$ cat src/sv/grayscale_ellipse_ring_overlay_macros.svh
// Assertion macros for the grayscale ellipse ring overlay RTL.
// Included by the top level, which carries the concurrent assertions; no dependencies.
`ifndef GRAYSCALE_ELLIPSE_RING_OVERLAY_MACROS_SVH
`define GRAYSCALE_ELLIPSE_RING_OVERLAY_MACROS_SVH

// Condition and consequence checked at the same clock edge.
`define GERO_ASSERT_SAME(label, clk, rst, ante, cons) \
  label: assert property (@(posedge clk) disable iff (rst) (ante) |-> (cons)) \
    else $error("same-cycle check failed");

// Consequence checked at the clock edge after the condition.
`define GERO_ASSERT_NEXT(label, clk, rst, ante, cons) \
  label: assert property (@(posedge clk) disable iff (rst) (ante) |=> (cons)) \
    else $error("next-cycle check failed");

`endif

$ cat src/sv/gero_pkg.sv
// Types and constants for the grayscale ellipse ring overlay.
// No dependencies; used by gero_cfg_regs and the top level.
`default_nettype none

package gero_pkg;

  typedef struct packed {
    logic [10:0] col;
    logic [10:0] row_index;
    logic [7:0]  byte_zero;
    logic [7:0]  byte_one;
    logic [7:0]  byte_two;
  } pixel_t;

  typedef struct packed {
    logic [7:0] pixel_out;
    logic       on_ring;
  } result_t;

  typedef struct packed {
    logic [11:0]        frame_width;
    logic [11:0]        frame_height;
    logic signed [12:0] center_x;
    logic signed [12:0] center_y;
    logic [11:0]        radius_x;
    logic [11:0]        radius_y;
  } cfg_t;

  localparam int unsigned CFG_INDEX_W = 3;
  localparam int unsigned CFG_DATA_W  = 13;

  localparam logic [CFG_INDEX_W-1:0] REG_FRAME_WIDTH  = 3'd0;
  localparam logic [CFG_INDEX_W-1:0] REG_FRAME_HEIGHT = 3'd1;
  localparam logic [CFG_INDEX_W-1:0] REG_CENTER_X     = 3'd2;
  localparam logic [CFG_INDEX_W-1:0] REG_CENTER_Y     = 3'd3;
  localparam logic [CFG_INDEX_W-1:0] REG_RADIUS_X     = 3'd4;
  localparam logic [CFG_INDEX_W-1:0] REG_RADIUS_Y     = 3'd5;

  localparam logic [11:0] FRAME_WIDTH_RST  = 12'd640;
  localparam logic [11:0] FRAME_HEIGHT_RST = 12'd480;
  localparam logic [11:0] RADIUS_X_RST     = 12'd100;
  localparam logic [11:0] RADIUS_Y_RST     = 12'd50;

  // Luma weights as 16-bit fractions; they add up to exactly 1.0.
  localparam logic [15:0] WEIGHT_ZERO = 16'd19661;
  localparam logic [15:0] WEIGHT_ONE  = 16'd38666;
  localparam logic [15:0] WEIGHT_TWO  = 16'd7209;

  // Ring band 0.95 .. 1.05, scaled by 20.
  localparam logic [4:0] RING_LOW   = 5'd19;
  localparam logic [4:0] RING_SCALE = 5'd20;
  localparam logic [4:0] RING_HIGH  = 5'd21;

endpackage

`default_nettype wire

$ cat src/sv/gero_cfg_regs.sv
// Configuration register file of the grayscale ellipse ring overlay.
// Depends on gero_pkg for the register indexes, reset values and cfg_t.
`default_nettype none

module gero_cfg_regs (
  input  wire logic                              clk,
  input  wire logic                              rst,
  input  wire logic                              cfg_valid,
  input  wire logic [gero_pkg::CFG_INDEX_W-1:0]  cfg_index,
  input  wire logic [gero_pkg::CFG_DATA_W-1:0]   cfg_data,
  output gero_pkg::cfg_t                         cfg
);

  gero_pkg::cfg_t regs;

  // Writes to indexes past the last register are dropped.
  always_ff @(posedge clk) begin
    if (rst) begin
      regs.frame_width  <= gero_pkg::FRAME_WIDTH_RST;
      regs.frame_height <= gero_pkg::FRAME_HEIGHT_RST;
      regs.center_x     <= '0;
      regs.center_y     <= '0;
      regs.radius_x     <= gero_pkg::RADIUS_X_RST;
      regs.radius_y     <= gero_pkg::RADIUS_Y_RST;
    end else if (cfg_valid) begin
      case (cfg_index)
        gero_pkg::REG_FRAME_WIDTH:  regs.frame_width  <= cfg_data[11:0];
        gero_pkg::REG_FRAME_HEIGHT: regs.frame_height <= cfg_data[11:0];
        gero_pkg::REG_CENTER_X:     regs.center_x     <= $signed(cfg_data[12:0]);
        gero_pkg::REG_CENTER_Y:     regs.center_y     <= $signed(cfg_data[12:0]);
        gero_pkg::REG_RADIUS_X:     regs.radius_x     <= cfg_data[11:0];
        gero_pkg::REG_RADIUS_Y:     regs.radius_y     <= cfg_data[11:0];
        default: begin
        end
      endcase
    end
  end

  assign cfg = regs;

endmodule

`default_nettype wire

$ cat config.mk
export PLATFORM = sky130hd
export DESIGN_NAME = gero_cfg_regs
export DESIGN_NICKNAME = d
export VERILOG_FILES = /design/src/sv/grayscale_ellipse_ring_overlay_macros.svh /design/src/sv/gero_pkg.sv /design/src/sv/gero_cfg_regs.sv
export SDC_FILE = /design/constraint.sdc
export NUM_CORES = 1
export LEC_CHECK = 0
export ABC_AREA = 1
export BUFFER_PORTS_ARGS = -buffer_cell sky130_fd_sc_hd__buf_4
export CAP_MARGIN = 20
export CORE_MARGIN = 3
export CORE_UTILIZATION = 25
export CTS_CLUSTER_DIAMETER = 120
export CTS_CLUSTER_SIZE = 25
export DETAILED_ROUTE_END_ITERATION = 16
export MAX_ROUTING_LAYER = met4
export SKIP_CTS_REPAIR_TIMING = 1
export SLEW_MARGIN = 10
export SYNTH_ARGS = -nofsm -noshare
export SYNTH_HDL_FRONTEND = slang
export SYNTH_SLANG_ARGS = --single-unit
$ cat constraint.sdc
create_clock -name clk -period 1.2 [get_ports clk]
set_input_delay 0.12 -clock clk [delete_from_list [all_inputs] [get_ports clk]]
set_output_delay 0.12 -clock clk [all_outputs]
set_load 0.005 [all_outputs]
==> results.toml, run 1 <==
[clock_tree]
cts_inserted_buffers = 9
htreeDepth = 3
insertion_delay_ps = 320
cts_tree = "built"
clock_sinks = 74
cts_max_path_buffers = 2
cts_root_buf = "clkbuf_16"
clk_pin_slew_ps = 60

[yosys]
ys_ff_latch = 74
synth_nets = 442
synth_seq_area_share = 0.488
synth_cell_types = 15
syn_avg_cell_area_sq_um = 7.18
synth_area_sq_um = 3040
yosysWarnings = 0
syn_inst = 423

[placement]
dpl.cell_count = 645
hpwl_microns = 6550
portBuffers = 92
dpl_cell_area_sq_um = 3820
gp_congestion = 0.773

[grt]
grt_pass1_wl_microns = 14100
grt-ovfl-total = 0
grt_use_total = 0.142
first_global_vias = 2762
grt_max_degree = 75
antenna_found_initial = 0

[sta]
layout_min_cycle_time_ps = 948
setup-violations-final = 0
max_freq_mhz = 1060
skew_ps = 0
setup-tns-final_ps = 0
drv_slew = 0
period_share = 0.790
slew_headroom = 0.736
hold_viol = 0
tightestPinTransition_ps = 396
rsz0062_at_grt = "no"

[critical_path]
crit_chain = "buf_4"
rr_worst_depth = 2
worstPathArrival_ps = 830
worst-path-max-fanout = 2
path_class = "flip-flop to output port"
crit_cells = 1
end_kind = "output port"
critPathSlowestCell = "dfxtp_1"
max_stage_delay_ps = 370
crit_family = "flip-flops"
worstPathRequired_ps = 1080
cp-start-kind = "flip-flop"
crit_buf_inv = 1

[detailed_routing]
post-route-drc-count = 0
ant_nets = 0
initialDrtViolationCount = 234
drtPass1Iterations = 4
wire_per_inst_microns = 13.6
via_count = 2853
wl_microns = 8990
via_per_inst = 4.32

[run]
maxCapViolCount = 0

[die]
die-area_sq_um = 13500
die_w_microns = 116
io_pins = 93
core_sq_um = 11700
start_util = 0.260
chipHeight_microns = 116
rows = 39

[power]
power_density_nw_per_um2 = 1420
ir_drop_mv = 0.769
leakage_uw = 0.00195

[min_path]
whs_path_depth = 3
hp-class = "input port to flip-flop"

[final_layout]
design_area_sq_um = 4120
final_nets = 532
post-route-util = 0.353
num_antenna_cells = 0
final_cells = 661
largest_reg_flops = 74
area_delta_synth_final_pct = 35.7
drive_above_1_share = 0.261

[outcome]
run_status = "completed"
-- Yosys cell counts (all sizes together) --
library cell | instances | share of area
nor2 | 134 | 0.18
nand2 | 96 | 0.12
dfxtp | 74 | 0.49
nand3 | 74 | 0.12
buf | 23 | 0.063
inv | 20 | 0.025
clkbuf | 2 | 0.0025
-- final timing paths --
kind	startpoint	endpoint	slack, ps
worst max-delay path	cfg[2]	cfg[2]	250
worst min-delay path	cfg_data[8]	cfg[58]	7
worst max register to register	cfg[2]	cfg[2]	590
worst min register to register	cfg[34]	cfg[34]	480
-- metal layers --
layer | part of all wire | routed length [microns] | global-route usage
met1 | 0.45 | 4080 | 0.178
met2 | 0.48 | 4300 | 0.224
met3 | 0.053 | 473 | 0.0415
met4 | 0.016 | 141 | 0.0410
met5 | 0 | 0 | -
-- kinds of logic (layout without fill, tap and decap cells) --
kind of cell  after synthesis  count (layout)  synth area share
buf+inv                    45             140            0.0899
flops                      74              74             0.488
simple gates              304             304             0.422
-- tightest hold or removal path, stage by stage --
cell and delay, ps:
buf_4 90, nand2_1 40, nand3_1 50
-- layout by cell type, fill, tap and decap left out --
cell       count
nor2_1       125
buf_4        102
nand2_1       94
nand3_1       74
dfxtp_1       74
inv_1         15
clkbuf_16      9
nor2_2         6
inv_2          5
nor2_4         3
clkinv_2       3
buf_12         2
nand2_4        1
nand2_2        1
clkbuf_1       1
bufinv_16      1
clkbuf_8       1
clkinv_4       1
-- layout make-up --
cell class | count | area (sq um)
clock buffers | 11 | 243
clock inverters | 5 | 53.8
fillers | 1245 | 7540
inverters | 20 | 75.1
multi-input cells | 304 | 1280
flip-flops and latches | 74 | 1480
well taps | 143 | 179
repair buffers | 104 | 806
-- per-stage QoR --
step / worst slack, ps / total power [uW] / hold slack, ps
2_1_floorplan: 381 / 2990 / 233
3_3_place_gp: 110 / 3270 / 332
3_5_place_dp: 98.1 / 3280 / 341
4_1_cts: 250 / 5950 / -1.07
5_1_grt: 226 / 6120 / 13.6
6_report: 252 / 5860 / 6.95
-- report_power, final --
group          switching (uW)  internal, uW  total (uW)
clock                     987          1660        2640
sequential               50.0          2550        2600
combinational             355           269         624
total                    1390          4470        5860
Power figures use the tool's default switching activity.
==> run 2: changes to the inputs <==
--- a/config.mk
+++ b/config.mk
@@ -5,7 +5,7 @@
 export SDC_FILE = /design/constraint.sdc
 export NUM_CORES = 1
 export LEC_CHECK = 0
-export ABC_AREA = 1
+export ABC_AREA = 0
 export BUFFER_PORTS_ARGS = -buffer_cell sky130_fd_sc_hd__buf_4
 export CAP_MARGIN = 20
 export CORE_MARGIN = 3
==> constraint.sdc (replaced) <==
create_clock -name clk -period 0.9 [get_ports clk]
set_input_delay 0.09 -clock clk [delete_from_list [all_inputs] [get_ports clk]]
set_output_delay 0.09 -clock clk [all_outputs]
set_load 0.005 [all_outputs]
==> run 2 against run 1 <==
Critical path depth did not move. Final area rose by 5.2%. Die area fell by 3.3%. Critical path type unchanged.
==> results.toml, run 2 <==
[placement]
gp_congestion = 0.759
place_ws_ps = -321
dpl_cell_area_sq_um = 3980
dpl.cell_count = 513
portBuffers = 92
hpwl_microns = 5830

[final_layout]
area_delta_synth_final_pct = 47.9
largest_reg_flops = 74
drive_above_1_share = 0.459
final_cells = 528
design_area_sq_um = 4330
most-common-layout-cells = "buf_4 (118), nand2b_1 (75), mux2i_1 (74), dfxtp_2 (41), dfxtp_1 (33)"
num_antenna_cells = 0
final_common_cell = "buf_4"
fill_cells = 1149
final_nets = 403

[critical_path]
worst-path-max-fanout = 2
worstPathArrival_ps = 780
path_class = "flip-flop to output port"
critPathSlowestCell = "dfxtp_1"
max_stage_delay_ps = 350
cp-start-kind = "flip-flop"
crit_chain = "buf_4"
worstPathRequired_ps = 810
end_kind = "output port"
crit_buf_inv = 1
crit_family = "flip-flops"

[yosys]
synth_flop_cell = "dfxtp_1"
synth_cell_types = 13
synth_top_area_cell = "dfxtp_1"
synthTopCellsByArea = "dfxtp_1 (51%), mux2i_1 (25%), nand2b_1 (16%)"
synth_most_common_cell = "nand2b_1"
synth_seq_area_share = 0.506
yosysWarnings = 0
ys_ff_latch = 74
synth_edf_count = 0
synth_area_sq_um = 2930
async_reset_ff_frac = 0
ys_top_cells_by_count = "nand2b_1 (75), dfxtp_1 (74), mux2i_1 (74)"
synth_nets = 288
yosysTopAreaCellShare = 0.506
syn_avg_cell_area_sq_um = 10.9
syn_inst = 269

[sta]
period_share = 0.965
hold_viol = 0
drv_slew = 0
max_freq_mhz = 1150
setup-violations-final = 0
slew_headroom = 0.832
rsz0062_at_grt = "no"
finalWorstSetupSlack_ps = 31.1
layout_min_cycle_time_ps = 869
tightestPinTransition_ps = 252
skew_ps = 0

[detailed_routing]
wire_per_inst_microns = 14.8
ant_nets = 0
via_per_inst = 4.31
wl_microns = 7810
drtPass1Iterations = 4
via_count = 2277
initialDrtViolationCount = 45
post-route-drc-count = 0

[outcome]
run_status = "completed"

[power]
leakage_uw = 0.00210
power_density_nw_per_um2 = 1730
ir_drop_mv = 0.947

[grt]
antenna_found_initial = 0
grt-ovfl-total = 0
grt_pass1_wl_microns = 12500
first_global_vias = 2393
grt_max_degree = 29
grt_use_total = 0.127

[clock_tree]
htreeDepth = 3
cts_root_buf = "clkbuf_16"
clock_sinks = 74
cts_max_path_buffers = 2
cts_inserted_buffers = 9
insertion_delay_ps = 320
clk_pin_slew_ps = 60
cts_tree = "built"

[die]
io_pins = 93
core_sq_um = 11100
die_w_microns = 114
start_util = 0.263
die-area_sq_um = 13100
rows = 38
chipHeight_microns = 114

[run]
maxCapViolCount = 0

[min_path]
hp-class = "input port to flip-flop"
-- run 2: changes by cell type after synthesis, sizes merged, moves of 2 or more --
cell	previous run	this run
inv	20	0
mux2i	0	74
clkbuf	2	12
nand2b	0	75
buf	23	6
nand3	74	0
nand4b	0	2
nand2	96	0
nor2	134	20
nand4bb	0	2
-- run 2: layout make-up --
type                            instances  area (sq um)  share of cell area
Clock buffer                           12           246              0.0569
Clock inverter                          3          40.0             0.00924
Multi-Input combinational cell        177          1380               0.319
Sequential cell                        74          1530               0.354
Tap cell                              140           175              0.0404
Timing Repair Buffer                  122           957               0.221
-- run 2: cell families (layout without fill, tap and decap cells) --
| family | Yosys count | count (layout) | synth area share |
|---|---|---|---|
| flip-flops | 74 | 74 | 0.506 |
| buffers and inverters | 18 | 137 | 0.0278 |
| AND/OR/NAND/NOR | 103 | 103 | 0.214 |
| multiplexers | 74 | 74 | 0.253 |
-- run 2: per-layer routing --
layer,wire length [microns],up-vias,GRT usage
li1,-,1125,-
met1,3740,1083,0.160
met2,3580,61,0.199
met3,385,8,0.0354
met4,115,0,0.0380
met5,0,-,-
-- run 2: report_power, final --
group	switching [uW]	internal, uW	total (uW)
Clock	1280	2200	3480
Sequential	41.8	3360	3400
Combinational	268	355	623
Total	1590	5910	7500
-- run 2: path summary, 6_finish.rpt --
path,from,end,slack (ps),cells past startpoint
max,cfg[73],cfg[73],30,1
min,cfg_data[2],cfg[14],40,3
max reg2reg,cfg[71],cfg[71],290,2
min reg2reg,cfg[51],cfg[51],470,2
-- run 2: worst min-delay path: cells and delay by family --
family	cells	cell delay, ps
buffers and inverters	1	80
muxes	1	110
and+or+nand+nor	1	40
-- run 2: metrics by stage --
| step | util | hold slack (ps) | total power (uW) | setup TNS [ps] |
|---|---|---|---|---|
| after floorplan | - | 251 | 3730 | -2260 |
| after global placement | 0.358 | 357 | 4080 | -13560 |
| after detailed placement | 0.358 | 364 | 4090 | -13670 |
| after CTS | 0.384 | 30.0 | 7600 | -3.21 |
| after global routing | 0.390 | 55.0 | 7830 | 0 |
| final | 0.390 | 40.4 | 7500 | 0 |
